### config.mk
export PLATFORM = sky130hd
export DESIGN_NAME = accel_step_counter_unit_flat
export DESIGN_NICKNAME = d
export VERILOG_FILES = /design/src/hw/rtl/acs_pkg.sv /design/src/hw/rtl/acs_if.sv /design/src/hw/rtl/accel_step_counter_unit.sv /design/src/flat_wrapper.sv
export SDC_FILE = /design/constraint.sdc
export NUM_CORES = 2
export LEC_CHECK = 0
export ABC_AREA = 0
export BUFFER_PORTS_ARGS = -buffer_cell sky130_fd_sc_hd__clkbuf_2
export CORE_ASPECT_RATIO = 0.9
export CORE_MARGIN = 2
export CORE_UTILIZATION = 70
export DETAILED_ROUTE_END_ITERATION = 7
export PLACE_DENSITY_LB_ADDON = 0.25
export RECOVER_POWER = 25
export SETUP_SLACK_MARGIN = 0.5
export SLEW_MARGIN = 20
export SYNTH_ARGS = -nofsm -noshare
export SYNTH_HDL_FRONTEND = slang
export SYNTH_SLANG_ARGS = --single-unit
### constraint.sdc
create_clock -name clk -period 11.9 [get_ports clk]
set_input_delay 2.975 -clock clk [delete_from_list [all_inputs] [get_ports clk]]
set_output_delay 2.975 -clock clk [all_outputs]
set_load 0.005 [all_outputs]
### src/hw/rtl/acs_pkg.sv
package acs_pkg;

    localparam int AVERAGE_TAPS = 7;

    localparam int SWING_W  = 17;
    localparam int SUM_W    = SWING_W + $clog2(AVERAGE_TAPS + 1);
    localparam int DIV_L    = $clog2(AVERAGE_TAPS);
    localparam int DIV_S    = SUM_W + DIV_L;
    localparam int DIV_M_W  = DIV_S + 1;
    localparam int PROD_W   = SUM_W + DIV_M_W;
    localparam int DIFF_W   = 35;
    localparam int MINPP_W  = 11;

    // ceil(2^DIV_S / AVERAGE_TAPS): exact quotient for every sum below 2^SUM_W
    localparam logic [DIV_M_W-1:0] DIV_M = DIV_M_W'(
        ((64'd1 << DIV_S) + 64'(AVERAGE_TAPS) - 64'd1) / 64'(AVERAGE_TAPS));

    localparam logic [SWING_W-1:0] SWING_MAX   = '1;
    localparam logic [SWING_W-1:0] DEAD_BAND   = SWING_W'(200);
    localparam logic [SWING_W-1:0] SHOCK_LEVEL = SWING_W'(700);
    localparam logic [MINPP_W-1:0] PP_BASE     = MINPP_W'(80);
    localparam logic [1:0]         SHOCK_SAMPLES = 2'd3;

    localparam logic [31:0] DEBOUNCE_MS    = 32'd300;
    localparam logic [31:0] CAD_MIN_MS     = 32'd250;
    localparam logic [31:0] CAD_MAX_MS     = 32'd1200;
    localparam logic [31:0] CAD_TIMEOUT_MS = 32'd2500;

    localparam int ADDR_W = 5;

    typedef enum logic [2:0] {
        REG_GRAVITY_X  = 3'd0,
        REG_GRAVITY_Y  = 3'd1,
        REG_GRAVITY_Z  = 3'd2,
        REG_REST_PROJ  = 3'd3,
        REG_BREED      = 3'd4
    } reg_index_t;

    localparam logic signed [15:0] GRAVITY_X_RST = 16'sd0;
    localparam logic signed [15:0] GRAVITY_Y_RST = 16'sd0;
    localparam logic signed [15:0] GRAVITY_Z_RST = 16'sd16384;
    localparam logic signed [16:0] REST_PROJ_RST = 17'sd0;
    localparam logic [3:0]         BREED_RST     = 4'd4;

    typedef logic signed [15:0]    accel_t;
    typedef logic [31:0]           time_t;
    typedef logic [SWING_W-1:0]    swing_t;
    typedef logic [SUM_W-1:0]      swing_sum_t;

endpackage

### src/hw/rtl/acs_if.sv
interface acs_sample_if;
    logic            valid;
    logic            ready;
    acs_pkg::accel_t accel_x;
    acs_pkg::accel_t accel_y;
    acs_pkg::accel_t accel_z;
    acs_pkg::time_t  time_ms;

    modport source (output valid, accel_x, accel_y, accel_z, time_ms, input ready);
    modport sink   (input valid, accel_x, accel_y, accel_z, time_ms, output ready);
endinterface

interface acs_result_if;
    logic            valid;
    logic            ready;
    logic [31:0]     step_count;
    logic [1:0]      steps_added;
    acs_pkg::swing_t filtered_swing;
    logic            cadence_active;
    logic            sample_ignored;

    modport source (output valid, step_count, steps_added, filtered_swing,
                    cadence_active, sample_ignored, input ready);
    modport sink   (input valid, step_count, steps_added, filtered_swing,
                    cadence_active, sample_ignored, output ready);
endinterface

### src/hw/rtl/accel_step_counter_unit.sv
// Channel   Dir  Role    Word
// sample    in   sink    accel_x/y/z, time_ms
// result    out  source  step_count, steps_added, filtered_swing, cadence_active,
//                        sample_ignored
// apb       in   slave   gravity_x/y/z, rest_projection, breed_factor
//
// Six register stages: input, gravity products, swing, shock/average sum,
// divide by tap count, peak/valley/cadence plus result word.
// One word per cycle sustained while result.ready is held high.
// rst_n clears all control and step state; the tap history resets to zero.
// Each stage holds while the one after it is full and stalled; a stage that
// is empty or moving keeps taking words, so bubbles are absorbed.
module accel_step_counter_unit (
    input  logic                       clk,
    input  logic                       rst_n,
    input  logic                       psel,
    input  logic                       penable,
    input  logic                       pwrite,
    input  logic [acs_pkg::ADDR_W-1:0] paddr,
    input  logic [31:0]                pwdata,
    output logic [31:0]                prdata,
    output logic                       pready,
    acs_sample_if.sink                 sample,
    acs_result_if.source               result
);

    // configuration
    logic signed [15:0] gravity_x_reg, gravity_y_reg, gravity_z_reg;
    logic signed [16:0] rest_proj_reg;
    logic [3:0]         breed_reg;
    logic               cfg_wr;
    logic [2:0]         cfg_idx;

    assign pready  = 1'b1;
    assign cfg_wr  = psel && penable && pwrite;
    assign cfg_idx = paddr[acs_pkg::ADDR_W-1:2];

    always_ff @(posedge clk or negedge rst_n)
    begin
        if (!rst_n)
        begin
            gravity_x_reg <= acs_pkg::GRAVITY_X_RST;
            gravity_y_reg <= acs_pkg::GRAVITY_Y_RST;
            gravity_z_reg <= acs_pkg::GRAVITY_Z_RST;
            rest_proj_reg <= acs_pkg::REST_PROJ_RST;
            breed_reg     <= acs_pkg::BREED_RST;
        end
        else if (cfg_wr)
        begin
            case (cfg_idx)
                acs_pkg::REG_GRAVITY_X: gravity_x_reg <= pwdata[15:0];
                acs_pkg::REG_GRAVITY_Y: gravity_y_reg <= pwdata[15:0];
                acs_pkg::REG_GRAVITY_Z: gravity_z_reg <= pwdata[15:0];
                acs_pkg::REG_REST_PROJ: rest_proj_reg <= pwdata[16:0];
                acs_pkg::REG_BREED:     breed_reg     <= pwdata[3:0];
                default: ;
            endcase
        end
    end

    always_comb
    begin
        case (cfg_idx)
            acs_pkg::REG_GRAVITY_X: prdata = 32'(gravity_x_reg);
            acs_pkg::REG_GRAVITY_Y: prdata = 32'(gravity_y_reg);
            acs_pkg::REG_GRAVITY_Z: prdata = 32'(gravity_z_reg);
            acs_pkg::REG_REST_PROJ: prdata = 32'(rest_proj_reg);
            acs_pkg::REG_BREED:     prdata = {28'd0, breed_reg};
            default:                prdata = 32'd0;
        endcase
    end

    // pipeline flow
    logic v1_reg, v2_reg, v3_reg, v4_reg, v5_reg, v6_reg;
    logic rdy1, rdy2, rdy3, rdy4, rdy5, rdy6;

    assign rdy6 = !v6_reg || result.ready;
    assign rdy5 = !v5_reg || rdy6;
    assign rdy4 = !v4_reg || rdy5;
    assign rdy3 = !v3_reg || rdy4;
    assign rdy2 = !v2_reg || rdy3;
    assign rdy1 = !v1_reg || rdy2;
    assign sample.ready = rdy1;

    always_ff @(posedge clk or negedge rst_n)
    begin
        if (!rst_n)
        begin
            v1_reg <= 1'b0;
            v2_reg <= 1'b0;
            v3_reg <= 1'b0;
            v4_reg <= 1'b0;
            v5_reg <= 1'b0;
            v6_reg <= 1'b0;
        end
        else
        begin
            if (rdy1) v1_reg <= sample.valid;
            if (rdy2) v2_reg <= v1_reg;
            if (rdy3) v3_reg <= v2_reg;
            if (rdy4) v4_reg <= v3_reg;
            if (rdy5) v5_reg <= v4_reg;
            if (rdy6) v6_reg <= v5_reg;
        end
    end

    // stage 1: input word
    acs_pkg::accel_t ax1_reg, ay1_reg, az1_reg;
    acs_pkg::time_t  t1_reg;

    always_ff @(posedge clk)
    begin
        if (rdy1 && sample.valid)
        begin
            ax1_reg <= sample.accel_x;
            ay1_reg <= sample.accel_y;
            az1_reg <= sample.accel_z;
            t1_reg  <= sample.time_ms;
        end
    end

    // stage 2: products
    logic signed [31:0] px2_reg, py2_reg, pz2_reg;
    acs_pkg::time_t     t2_reg;

    always_ff @(posedge clk)
    begin
        if (rdy2 && v1_reg)
        begin
            px2_reg <= 32'(ax1_reg) * 32'(gravity_x_reg);
            py2_reg <= 32'(ay1_reg) * 32'(gravity_y_reg);
            pz2_reg <= 32'(az1_reg) * 32'(gravity_z_reg);
            t2_reg  <= t1_reg;
        end
    end

    // stage 3: rounded absolute swing
    logic signed [acs_pkg::DIFF_W-1:0] diff3;
    logic [acs_pkg::DIFF_W-1:0]        mag3;
    logic [acs_pkg::DIFF_W-1:0]        rnd_sum3;
    logic [acs_pkg::DIFF_W-15:0]       rnd3;
    acs_pkg::swing_t                   swing3_next;
    acs_pkg::swing_t                   swing3_reg;
    acs_pkg::time_t                    t3_reg;

    assign diff3 = acs_pkg::DIFF_W'(px2_reg) + acs_pkg::DIFF_W'(py2_reg)
                 + acs_pkg::DIFF_W'(pz2_reg)
                 - (acs_pkg::DIFF_W'(rest_proj_reg) <<< 14);
    assign mag3 = diff3[acs_pkg::DIFF_W-1] ? acs_pkg::DIFF_W'(-diff3)
                                            : acs_pkg::DIFF_W'(diff3);
    assign rnd_sum3 = mag3 + acs_pkg::DIFF_W'(8192);
    assign rnd3 = rnd_sum3[acs_pkg::DIFF_W-1:14];
    assign swing3_next = (rnd3 > ($bits(rnd3))'(acs_pkg::SWING_MAX))
                       ? acs_pkg::SWING_MAX : rnd3[acs_pkg::SWING_W-1:0];

    always_ff @(posedge clk)
    begin
        if (rdy3 && v2_reg)
        begin
            swing3_reg <= swing3_next;
            t3_reg     <= t2_reg;
        end
    end

    // stage 4: shock hold-off, dead band, tap history and running sum
    logic                 ld4;
    logic                 shock4;
    acs_pkg::swing_t      db4;
    acs_pkg::swing_t      prev_swing_reg, prev_swing_next;
    logic [1:0]           shock_hold_reg, shock_hold_next;
    acs_pkg::swing_t      taps_reg [acs_pkg::AVERAGE_TAPS];
    acs_pkg::swing_sum_t  sum_reg, sum_next;
    logic                 ign4_reg;
    acs_pkg::swing_sum_t  sum4_reg;
    acs_pkg::time_t       t4_reg;

    assign ld4    = rdy4 && v3_reg;
    assign shock4 = (shock_hold_reg != 2'd0)
                 || (prev_swing_reg < acs_pkg::DEAD_BAND
                     && swing3_reg >= acs_pkg::SHOCK_LEVEL);
    assign db4    = (swing3_reg < acs_pkg::DEAD_BAND) ? '0 : swing3_reg;

    always_comb
    begin
        shock_hold_next = shock_hold_reg;
        prev_swing_next = prev_swing_reg;
        sum_next        = sum_reg;
        if (ld4)
        begin
            if (shock4)
            begin
                shock_hold_next = (shock_hold_reg != 2'd0) ? shock_hold_reg - 2'd1
                                                           : acs_pkg::SHOCK_SAMPLES;
                prev_swing_next = swing3_reg;
            end
            else
            begin
                prev_swing_next = db4;
                sum_next = sum_reg + acs_pkg::SUM_W'(db4)
                         - acs_pkg::SUM_W'(taps_reg[acs_pkg::AVERAGE_TAPS-1]);
            end
        end
    end

    always_ff @(posedge clk or negedge rst_n)
    begin
        if (!rst_n)
        begin
            shock_hold_reg <= 2'd0;
            prev_swing_reg <= '0;
            sum_reg        <= '0;
            for (int i = 0; i < acs_pkg::AVERAGE_TAPS; i++)
            begin
                taps_reg[i] <= '0;
            end
        end
        else
        begin
            shock_hold_reg <= shock_hold_next;
            prev_swing_reg <= prev_swing_next;
            sum_reg        <= sum_next;
            if (ld4 && !shock4)
            begin
                taps_reg[0] <= db4;
                for (int i = 1; i < acs_pkg::AVERAGE_TAPS; i++)
                begin
                    taps_reg[i] <= taps_reg[i-1];
                end
            end
        end
    end

    always_ff @(posedge clk)
    begin
        if (ld4)
        begin
            ign4_reg <= shock4;
            sum4_reg <= sum_next;
            t4_reg   <= t3_reg;
        end
    end

    // stage 5: average by reciprocal multiply
    logic [acs_pkg::PROD_W-1:0] prod5;
    logic                       ign5_reg;
    acs_pkg::swing_t            cur5_reg;
    acs_pkg::time_t             t5_reg;

    assign prod5 = acs_pkg::PROD_W'(sum4_reg) * acs_pkg::PROD_W'(acs_pkg::DIV_M);

    always_ff @(posedge clk)
    begin
        if (rdy5 && v4_reg)
        begin
            ign5_reg <= ign4_reg;
            cur5_reg <= prod5[acs_pkg::DIV_S +: acs_pkg::SWING_W];
            t5_reg   <= t4_reg;
        end
    end

    // stage 6: peak/valley tracking, cadence gate, result word
    logic                        ld6;
    logic [acs_pkg::MINPP_W-1:0] min_pp;
    logic                        dir_unk_reg, dir_unk_next;
    logic                        rising_reg, rising_next;
    logic                        armed_reg, armed_next;
    acs_pkg::swing_t             peak_reg, peak_next;
    acs_pkg::swing_t             valley_reg, valley_next;
    logic                        pend_reg, pend_next;
    acs_pkg::time_t              pend_time_reg, pend_time_next;
    logic                        incad_reg, incad_next;
    acs_pkg::time_t              last_time_reg, last_time_next;
    logic [31:0]                 total_reg, total_next;
    logic [1:0]                  added;
    logic signed [acs_pkg::SWING_W:0] drop6, rise6;
    acs_pkg::time_t              dt_last6, dt_pend6;

    assign ld6      = rdy6 && v5_reg;
    assign min_pp   = acs_pkg::MINPP_W'(breed_reg) * acs_pkg::PP_BASE;
    assign dt_last6 = t5_reg - last_time_reg;
    assign dt_pend6 = t5_reg - pend_time_reg;

    always_comb
    begin
        dir_unk_next   = dir_unk_reg;
        rising_next    = rising_reg;
        armed_next     = armed_reg;
        peak_next      = peak_reg;
        valley_next    = valley_reg;
        pend_next      = pend_reg;
        pend_time_next = pend_time_reg;
        incad_next     = incad_reg;
        last_time_next = last_time_reg;
        total_next     = total_reg;
        added          = 2'd0;
        drop6          = '0;
        rise6          = '0;
        if (ld6 && !ign5_reg)
        begin
            if (incad_reg && dt_last6 > acs_pkg::CAD_TIMEOUT_MS)
            begin
                incad_next = 1'b0;
                pend_next  = 1'b0;
            end
            if (dir_unk_reg)
            begin
                peak_next    = cur5_reg;
                valley_next  = cur5_reg;
                dir_unk_next = 1'b0;
                rising_next  = 1'b1;
            end
            drop6 = (acs_pkg::SWING_W + 1)'(peak_next) - (acs_pkg::SWING_W + 1)'(cur5_reg);
            rise6 = (acs_pkg::SWING_W + 1)'(cur5_reg) - (acs_pkg::SWING_W + 1)'(valley_next);
            if (rising_next)
            begin
                if (cur5_reg > peak_next)
                begin
                    peak_next = cur5_reg;
                end
                else if (drop6 > $signed((acs_pkg::SWING_W + 1)'(min_pp)))
                begin
                    rising_next = 1'b0;
                    armed_next  = 1'b1;
                    valley_next = cur5_reg;
                end
            end
            else
            begin
                if (cur5_reg < valley_next)
                begin
                    valley_next = cur5_reg;
                end
                else if (armed_next && rise6 > $signed((acs_pkg::SWING_W + 1)'(min_pp)))
                begin
                    if (dt_last6 >= acs_pkg::DEBOUNCE_MS)
                    begin
                        if (incad_next)
                        begin
                            if (dt_last6 >= acs_pkg::CAD_MIN_MS
                                && dt_last6 <= acs_pkg::CAD_MAX_MS)
                            begin
                                last_time_next = t5_reg;
                                added          = 2'd1;
                            end
                            else
                            begin
                                incad_next     = 1'b0;
                                pend_next      = 1'b1;
                                pend_time_next = t5_reg;
                            end
                        end
                        else if (pend_next)
                        begin
                            if (dt_pend6 >= acs_pkg::CAD_MIN_MS
                                && dt_pend6 <= acs_pkg::CAD_MAX_MS)
                            begin
                                last_time_next = t5_reg;
                                pend_next      = 1'b0;
                                incad_next     = 1'b1;
                                added          = 2'd2;
                            end
                            else if (dt_pend6 > acs_pkg::CAD_MAX_MS)
                            begin
                                pend_time_next = t5_reg;
                            end
                        end
                        else
                        begin
                            pend_next      = 1'b1;
                            pend_time_next = t5_reg;
                        end
                    end
                    armed_next  = 1'b0;
                    rising_next = 1'b1;
                    peak_next   = cur5_reg;
                    valley_next = cur5_reg;
                end
            end
            total_next = total_reg + 32'(added);
        end
    end

    always_ff @(posedge clk or negedge rst_n)
    begin
        if (!rst_n)
        begin
            dir_unk_reg   <= 1'b1;
            rising_reg    <= 1'b1;
            armed_reg     <= 1'b0;
            peak_reg      <= '0;
            valley_reg    <= '0;
            pend_reg      <= 1'b0;
            pend_time_reg <= '0;
            incad_reg     <= 1'b0;
            last_time_reg <= '0;
            total_reg     <= '0;
        end
        else
        begin
            dir_unk_reg   <= dir_unk_next;
            rising_reg    <= rising_next;
            armed_reg     <= armed_next;
            peak_reg      <= peak_next;
            valley_reg    <= valley_next;
            pend_reg      <= pend_next;
            pend_time_reg <= pend_time_next;
            incad_reg     <= incad_next;
            last_time_reg <= last_time_next;
            total_reg     <= total_next;
        end
    end

    logic [31:0]     count_reg;
    logic [1:0]      added_reg;
    acs_pkg::swing_t filt_reg;
    logic            cad_reg;
    logic            ign_reg;

    always_ff @(posedge clk)
    begin
        if (ld6)
        begin
            count_reg <= total_next;
            added_reg <= added;
            filt_reg  <= ign5_reg ? '0 : cur5_reg;
            cad_reg   <= incad_next;
            ign_reg   <= ign5_reg;
        end
    end

    assign result.valid          = v6_reg;
    assign result.step_count     = count_reg;
    assign result.steps_added    = added_reg;
    assign result.filtered_swing = filt_reg;
    assign result.cadence_active = cad_reg;
    assign result.sample_ignored = ign_reg;

endmodule

### src/flat_wrapper.sv
// flat-port wrapper written by rule: the top's interface ports become plain ports
module accel_step_counter_unit_flat 
  (clk, rst_n, psel, penable, pwrite, paddr, pwdata, prdata, pready, sample_valid, sample_accel_x, sample_accel_y, sample_accel_z, sample_time_ms, sample_ready, result_valid, result_step_count, result_steps_added, result_filtered_swing, result_cadence_active, result_sample_ignored, result_ready);
  acs_sample_if sample_i ();
  acs_result_if result_i ();
  input  logic clk;
  input  logic rst_n;
  input  logic psel;
  input  logic penable;
  input  logic pwrite;
  input  logic [acs_pkg::ADDR_W-1:0] paddr;
  input  logic [31:0] pwdata;
  output logic [31:0] prdata;
  output logic pready;
  input wire logic [$bits(sample_i.valid)-1:0] sample_valid;
  input wire logic [$bits(sample_i.accel_x)-1:0] sample_accel_x;
  input wire logic [$bits(sample_i.accel_y)-1:0] sample_accel_y;
  input wire logic [$bits(sample_i.accel_z)-1:0] sample_accel_z;
  input wire logic [$bits(sample_i.time_ms)-1:0] sample_time_ms;
  output wire logic [$bits(sample_i.ready)-1:0] sample_ready;
  output wire logic [$bits(result_i.valid)-1:0] result_valid;
  output wire logic [$bits(result_i.step_count)-1:0] result_step_count;
  output wire logic [$bits(result_i.steps_added)-1:0] result_steps_added;
  output wire logic [$bits(result_i.filtered_swing)-1:0] result_filtered_swing;
  output wire logic [$bits(result_i.cadence_active)-1:0] result_cadence_active;
  output wire logic [$bits(result_i.sample_ignored)-1:0] result_sample_ignored;
  input wire logic [$bits(result_i.ready)-1:0] result_ready;
  assign sample_i.valid = sample_valid;
  assign sample_i.accel_x = sample_accel_x;
  assign sample_i.accel_y = sample_accel_y;
  assign sample_i.accel_z = sample_accel_z;
  assign sample_i.time_ms = sample_time_ms;
  assign sample_ready = sample_i.ready;
  assign result_valid = result_i.valid;
  assign result_step_count = result_i.step_count;
  assign result_steps_added = result_i.steps_added;
  assign result_filtered_swing = result_i.filtered_swing;
  assign result_cadence_active = result_i.cadence_active;
  assign result_sample_ignored = result_i.sample_ignored;
  assign result_i.ready = result_ready;
  accel_step_counter_unit u_core (.clk(clk), .rst_n(rst_n), .psel(psel), .penable(penable), .pwrite(pwrite), .paddr(paddr), .pwdata(pwdata), .prdata(prdata), .pready(pready), .sample(sample_i), .result(result_i));
endmodule
---- Yosys cells after proc, flatten, opt, wreduce, memory -nomap -nowiden ----
Index checks and enable logic that the tools add are counted.
storage, ports and cells
  register bits after elaboration ......... 781
  bits of input ports ..................... 124
  logic and storage cells ................. 214
operators by class
  add/subtract/negate cells ............... 13
  multiply operators ...................... 5
  order comparisons ....................... 15
  equal/unequal tests ..................... 11
  multiplexer cells ....................... 72
  bitwise logic cells ..................... 2
  reductions and logical operators ........ 44
operators with widths
  cell                      count
  $mux W32                  10
  $mux W17                  15
  $pmux W32 S5              1
  $mul A16 B16 Y32          3
  $ge A32 B8 Y1 const B     2
  $le A32 B11 Y1 const B    2
  $sub A32 B32 Y32          2
  $mul A20 B21 Y40 const B  1
  $mux W20                  2
  $gt A18 B12 Y1            2
  $sub A17 B17 Y18          2
  $add A35 B14 Y35 const B  1
  $mux W35                  1
  $neg A35 Y35              1
  $sub A35 B31 Y35          1
  $add A33 B32 Y34          1
  $lt A17 B8 Y1 const B     2
  $mux W1                   34
  $add A32 B32 Y33          1
  $add A32 B2 Y32           1
  $ge A32 B9 Y1 const B     1
  $gt A32 B11 Y1 const B    1
  $gt A32 B12 Y1 const B    1
  $gt A21 B17 Y1 const B    1
  other kinds (23)          73

---- Depth between registers and ports, before layout ----
  depth after elaboration ................. 14
  depth in mapped cells ................... 37

---- Worst setup path after synthesis ----
OpenSTA, ideal clock, no wires.
  path kind ............................... flip-flop to flip-flop
  start ................................... register u_core.pz2_reg[1]
  end ..................................... register u_core.swing3_reg[15] (data pin)
  library setup time ...................... 0.255 ns
  arrival ................................. 7.279 ns
  data required time ...................... 11.645 ns
  path slack .............................. 4.365 ns
  stages on the path, launching flop included .. 36
  path buffers ............................ 3
  period minus slack after synthesis ...... 7.535 ns
  cells stage by stage .................... edfxtp_1 -> fa_1 -> ha_1 -> inv_1 -> fa_1 -> nand2b_1 -> a21oi_1 -> o21a_1 -> a311oi_1 -> o21bai_1 -> a21o_1 -> a211oi_1 -> o21ai_0 -> nand2_1 -> o21ai_0 -> o21ai_0 -> a21boi_0 -> a21oi_1 -> ha_1 -> and3_1 -> nand4_1 -> a21oi_1 -> o21ai_0 -> a31oi_1 -> clkbuf_1 -> buf_1 -> nor2_1 -> xnor2_1 -> ha_1 -> inv_1 -> nor4b_2 -> nand4_1 -> nand4b_1 -> a21oi_4 -> buf_6 -> nand2_1
between the ends
  cells in the longest elaborated chain, start to end .. 6
ends and longest elaborated chain
  item                    line                            text
  from (decl)             accel_step_counter_unit.sv:123  logic signed [31:0] px2_reg, py2_reg, pz2_reg;
  from (signal assigned)  accel_step_counter_unit.sv:132  pz2_reg <= 32'(az1_reg) * 32'(gravity_z_reg);
  $add A33 B32 Y34 (*)    accel_step_counter_unit.sv:147  + acs_pkg::DIFF_W'(pz2_reg)
  $sub A35 B31 Y35 (*)    accel_step_counter_unit.sv:148  - (acs_pkg::DIFF_W'(rest_proj_reg) <<< 14);
  $neg A35 Y35            accel_step_counter_unit.sv:149  assign mag3 = diff3[acs_pkg::DIFF_W-1] ? acs_pkg::DIFF_W'(-diff3)
  $mux W35 (*)            accel_step_counter_unit.sv:149
  $add A35 B14 Y35 (*)    accel_step_counter_unit.sv:151  assign rnd_sum3 = mag3 + acs_pkg::DIFF_W'(8192);
  $gt A21 B17 Y1          accel_step_counter_unit.sv:153  assign swing3_next = (rnd3 > ($bits(rnd3))'(acs_pkg::SWING_MAX))
  to (signal assigned)    accel_step_counter_unit.sv:160  swing3_reg <= swing3_next;
  to (decl)               accel_step_counter_unit.sv:143  acs_pkg::swing_t swing3_reg;
Every way passes the cells marked *; elsewhere a longest branch is shown, timed or not.
A chain may end at the register's enable or synchronous reset.

==> impl_metrics.py <==
metrics = {
    "run_status": {
        "status": "complete, but fails checks",
        "violations": "capacitance limit, slew limit",
    },
    "synthesis": {
        "ys_ff_latch": 778,
        "ys.flop_type": "edfxtp_1",
        "synthArstFlopShare_pct": 46.92,
        "synth_cells": 6748,
        "synth-adder-area-share_pct": 35.52,
        "ys_seq_area_share_pct": 29.78,
        "synth-xor-area-share_pct": 3.487,
        "syn_area_sq_um": 72340,
        "synth_compound_area_share_pct": 7.266,
        "synth-edff-count": 413,
        "synth_nets": 8377,
        "avgSynthCellArea_sq_um": 10.72,
        "yosys-mux-area-fraction_pct": 5.329,
        "synth_top_family_by_area": "adder cells",
        "synthSimpleGateAreaFrac_pct": 11.32,
        "synthDistinctLibCells": 89,
        "ys_warn_count": 0,
    },
    "setup_path": {
        "r2r_cells": 30,
        "critical_path.startpoint": "rst_n",
        "cp.required_ns": 11.83,
        "end_kind": "asynchronous set/reset pin",
        "critPathMaxFanout": 86,
        "slowest_stage": "clkbuf_1",
        "r2r_start": "u_core.pz2_reg[5]",
        "critPathLaunchType": "primary input",
        "crit_arrival_ns": 9.20,
        "cp.depth": 2,
        "critPathBufInv": 2,
        "cp_top_family": "buffers and inverters",
        "rrSetupSlack_ns": 3.26,
        "max_stage_delay_ns": 3.30,
        "worstSetupEndpoint": "u_core.valley_reg[2]",
        "worst_path_most_repeated_cell": "clkbuf_1",
        "criticalPathCategory": "in2async",
        "r2r-end": "u_core.swing3_reg[16]",
        "crit_chain": "clkbuf_1, clkbuf_1",
    },
    "cells_and_area": {
        "ff_latch_area_sq_um": 21540,
        "multiInputGateArea_sq_um": 45550,
        "final_common_cell": "inv_1",
        "final_cell_mix": "inv_1, fa_1, nand2_1",
        "fillers": 6726,
        "final_nets": 8465,
        "largest_reg_flops": 119,
        "final_cells": 8263,
        "drive_gt1_share_pct": 10.34,
        "syn_to_final_growth_pct": 6.799,
    },
    "sta": {
        "hold_violations": 0,
        "period_minus_slack_ns": 9.266,
        "slew_headroom_pct": -220.8,
        "drv_slew": 225,
        "tns_ns": 0,
        "worst_pin_slew_ns": 4.812,
        "rsz0062_at_grt": "no",
        "setup_viol": 0,
        "clock-skew-final_ns": 0.05485,
        "period_share_pct": 77.87,
        "fmax_mhz": 107.9,
    },
    "clock_network": {
        "cts_tree": "yes",
        "clkTransAtPathRegs_ns": 0.06,
        "root_buffer": "clkbuf_16",
        "cts.sinks": 778,
        "cts_max_path_buffers": 3,
        "cts_hold_buf": 0,
        "cts_made_buffers": 82,
        "post-cts-setup-buffers": 0,
        "clkLatencyLatePin_ns": 0.69,
        "h-tree-depth": 3,
        "cts-resized-gates": 0,
    },
    "global_route": {
        "track_usage_pct": 31.90,
        "antenna_found_initial": 1,
        "grt_pass1_wl_um": 266600,
        "grt_max_degree": 92,
        "grt_pass1_vias": 51810,
        "gr-total-overflow": 0,
    },
    "job": {
        "maxCapViolations": 4,
    },
    "floorplan": {
        "ioPinCount": 212,
        "core_area_sq_um": 102100,
        "start_util_pct": 70.86,
        "die-area_sq_um": 105900,
        "dieWidth_um": 342.9,
        "rows": 111,
        "die_y_um": 309.0,
    },
    "drt": {
        "final_antenna_net_count": 0,
        "drc": 0,
        "vias": 48790,
        "dr.pass1.iters": 6,
        "wl_per_cell_um": 19.62,
        "vias_per_cell": 5.904,
        "dr.first_iter.drc_count": 3335,
        "drt_wl_total_um": 162100,
    },
    "worst_hold_path": {
        "hold_path_class": "reg2reg",
    },
    "place": {
        "numPortBuffers": 193,
        "place.gp.congestion": 0.9405,
        "dp.cells": 8108,
        "hpwlAfterDp_um": 124900,
    },
}
per-layer routing:
layer	share of wire [%]	track usage (%)
met2	49	53.56
met1	40	41.22
met5	0.0080	0
met4	4.8	13.66
met3	6.8	5.476
area by class of cell:
| type | count | area share [%] |
|---|---|---|
| sequential | 778 | 27.88 |
| timing repair buffer | 225 | 1.539 |
| antenna | 1 | 0.003239 |
| multi-input combinational | 4586 | 58.96 |
| clock buffer | 106 | 3.004 |
| clock inverter | 48 | 0.7628 |
| tap | 1356 | 2.196 |
| inverter | 1163 | 5.652 |
Yosys cell counts (86+ instances only):
master / instances / share of area, %
inv_1: 1163 / 6.0
fa_1: 914 / 25
nand2_1: 606 / 3.1
ha_1: 591 / 10
edfxtp_1: 413 / 17
dfrtp_1: 361 / 12
and2_1: 351 / 3.0
mux2_2: 290 / 4.5
nor2_1: 231 / 1.2
a21oi_1: 203 / 1.4
xnor2_1: 201 / 2.4
clkbuf_1: 180 / 0.93
o21ai_0: 179 / 1.2
nand2b_1: 98 / 0.85
xor2_1: 87 / 1.1
a21o_1: 86 / 0.89
kinds of logic after synthesis:
family,after synthesis
buffers and inverters,1384
other,1
adders and majority gates,1505
and+or+nand+nor,1652
AOI/OAI and AO/OA,805
muxes,335
DFF,778
xor gates and xnor gates,288
metrics by stage:
step / setup WS [ns] / hold WS, ns / util (%) / instance area (sq um)
after floorplan: 4.365 / 0.4003 / - / 72340
after global placement: 3.557 / 0.4025 / 72.86 / 74370
after detailed placement: 3.376 / 0.4045 / 72.86 / 74370
after CTS: 3.290 / 0.4074 / 75.71 / 77280
after global routing: 1.227 / 0.4079 / 75.68 / 77250
final: 2.634 / 0.4045 / 75.68 / 77260
how the worst min path moves through the flow:
| stage | depth (start not counted) | slack [ns] | startpoint | endpoint |
|---|---|---|---|---|
| 6_report | 0 | 0.40 | u_core.t1_reg[3] | u_core.t2_reg[3] |
| 5_1_grt | 0 | 0.41 | u_core.t1_reg[3] | u_core.t2_reg[3] |
| 4_1_cts | 0 | 0.41 | u_core.t1_reg[3] | u_core.t2_reg[3] |
| 3_5_place_dp | 0 | 0.40 | u_core.t1_reg[2] | u_core.t2_reg[2] |
| 3_3_place_gp | 0 | 0.40 | u_core.t1_reg[16] | u_core.t2_reg[16] |
| 2_1_floorplan | 0 | 0.40 | u_core.ign4_reg | u_core.ign5_reg |
Power is not shown: default switching activity piles up to over one toggle a cycle in this logic, so the estimate is an artifact.
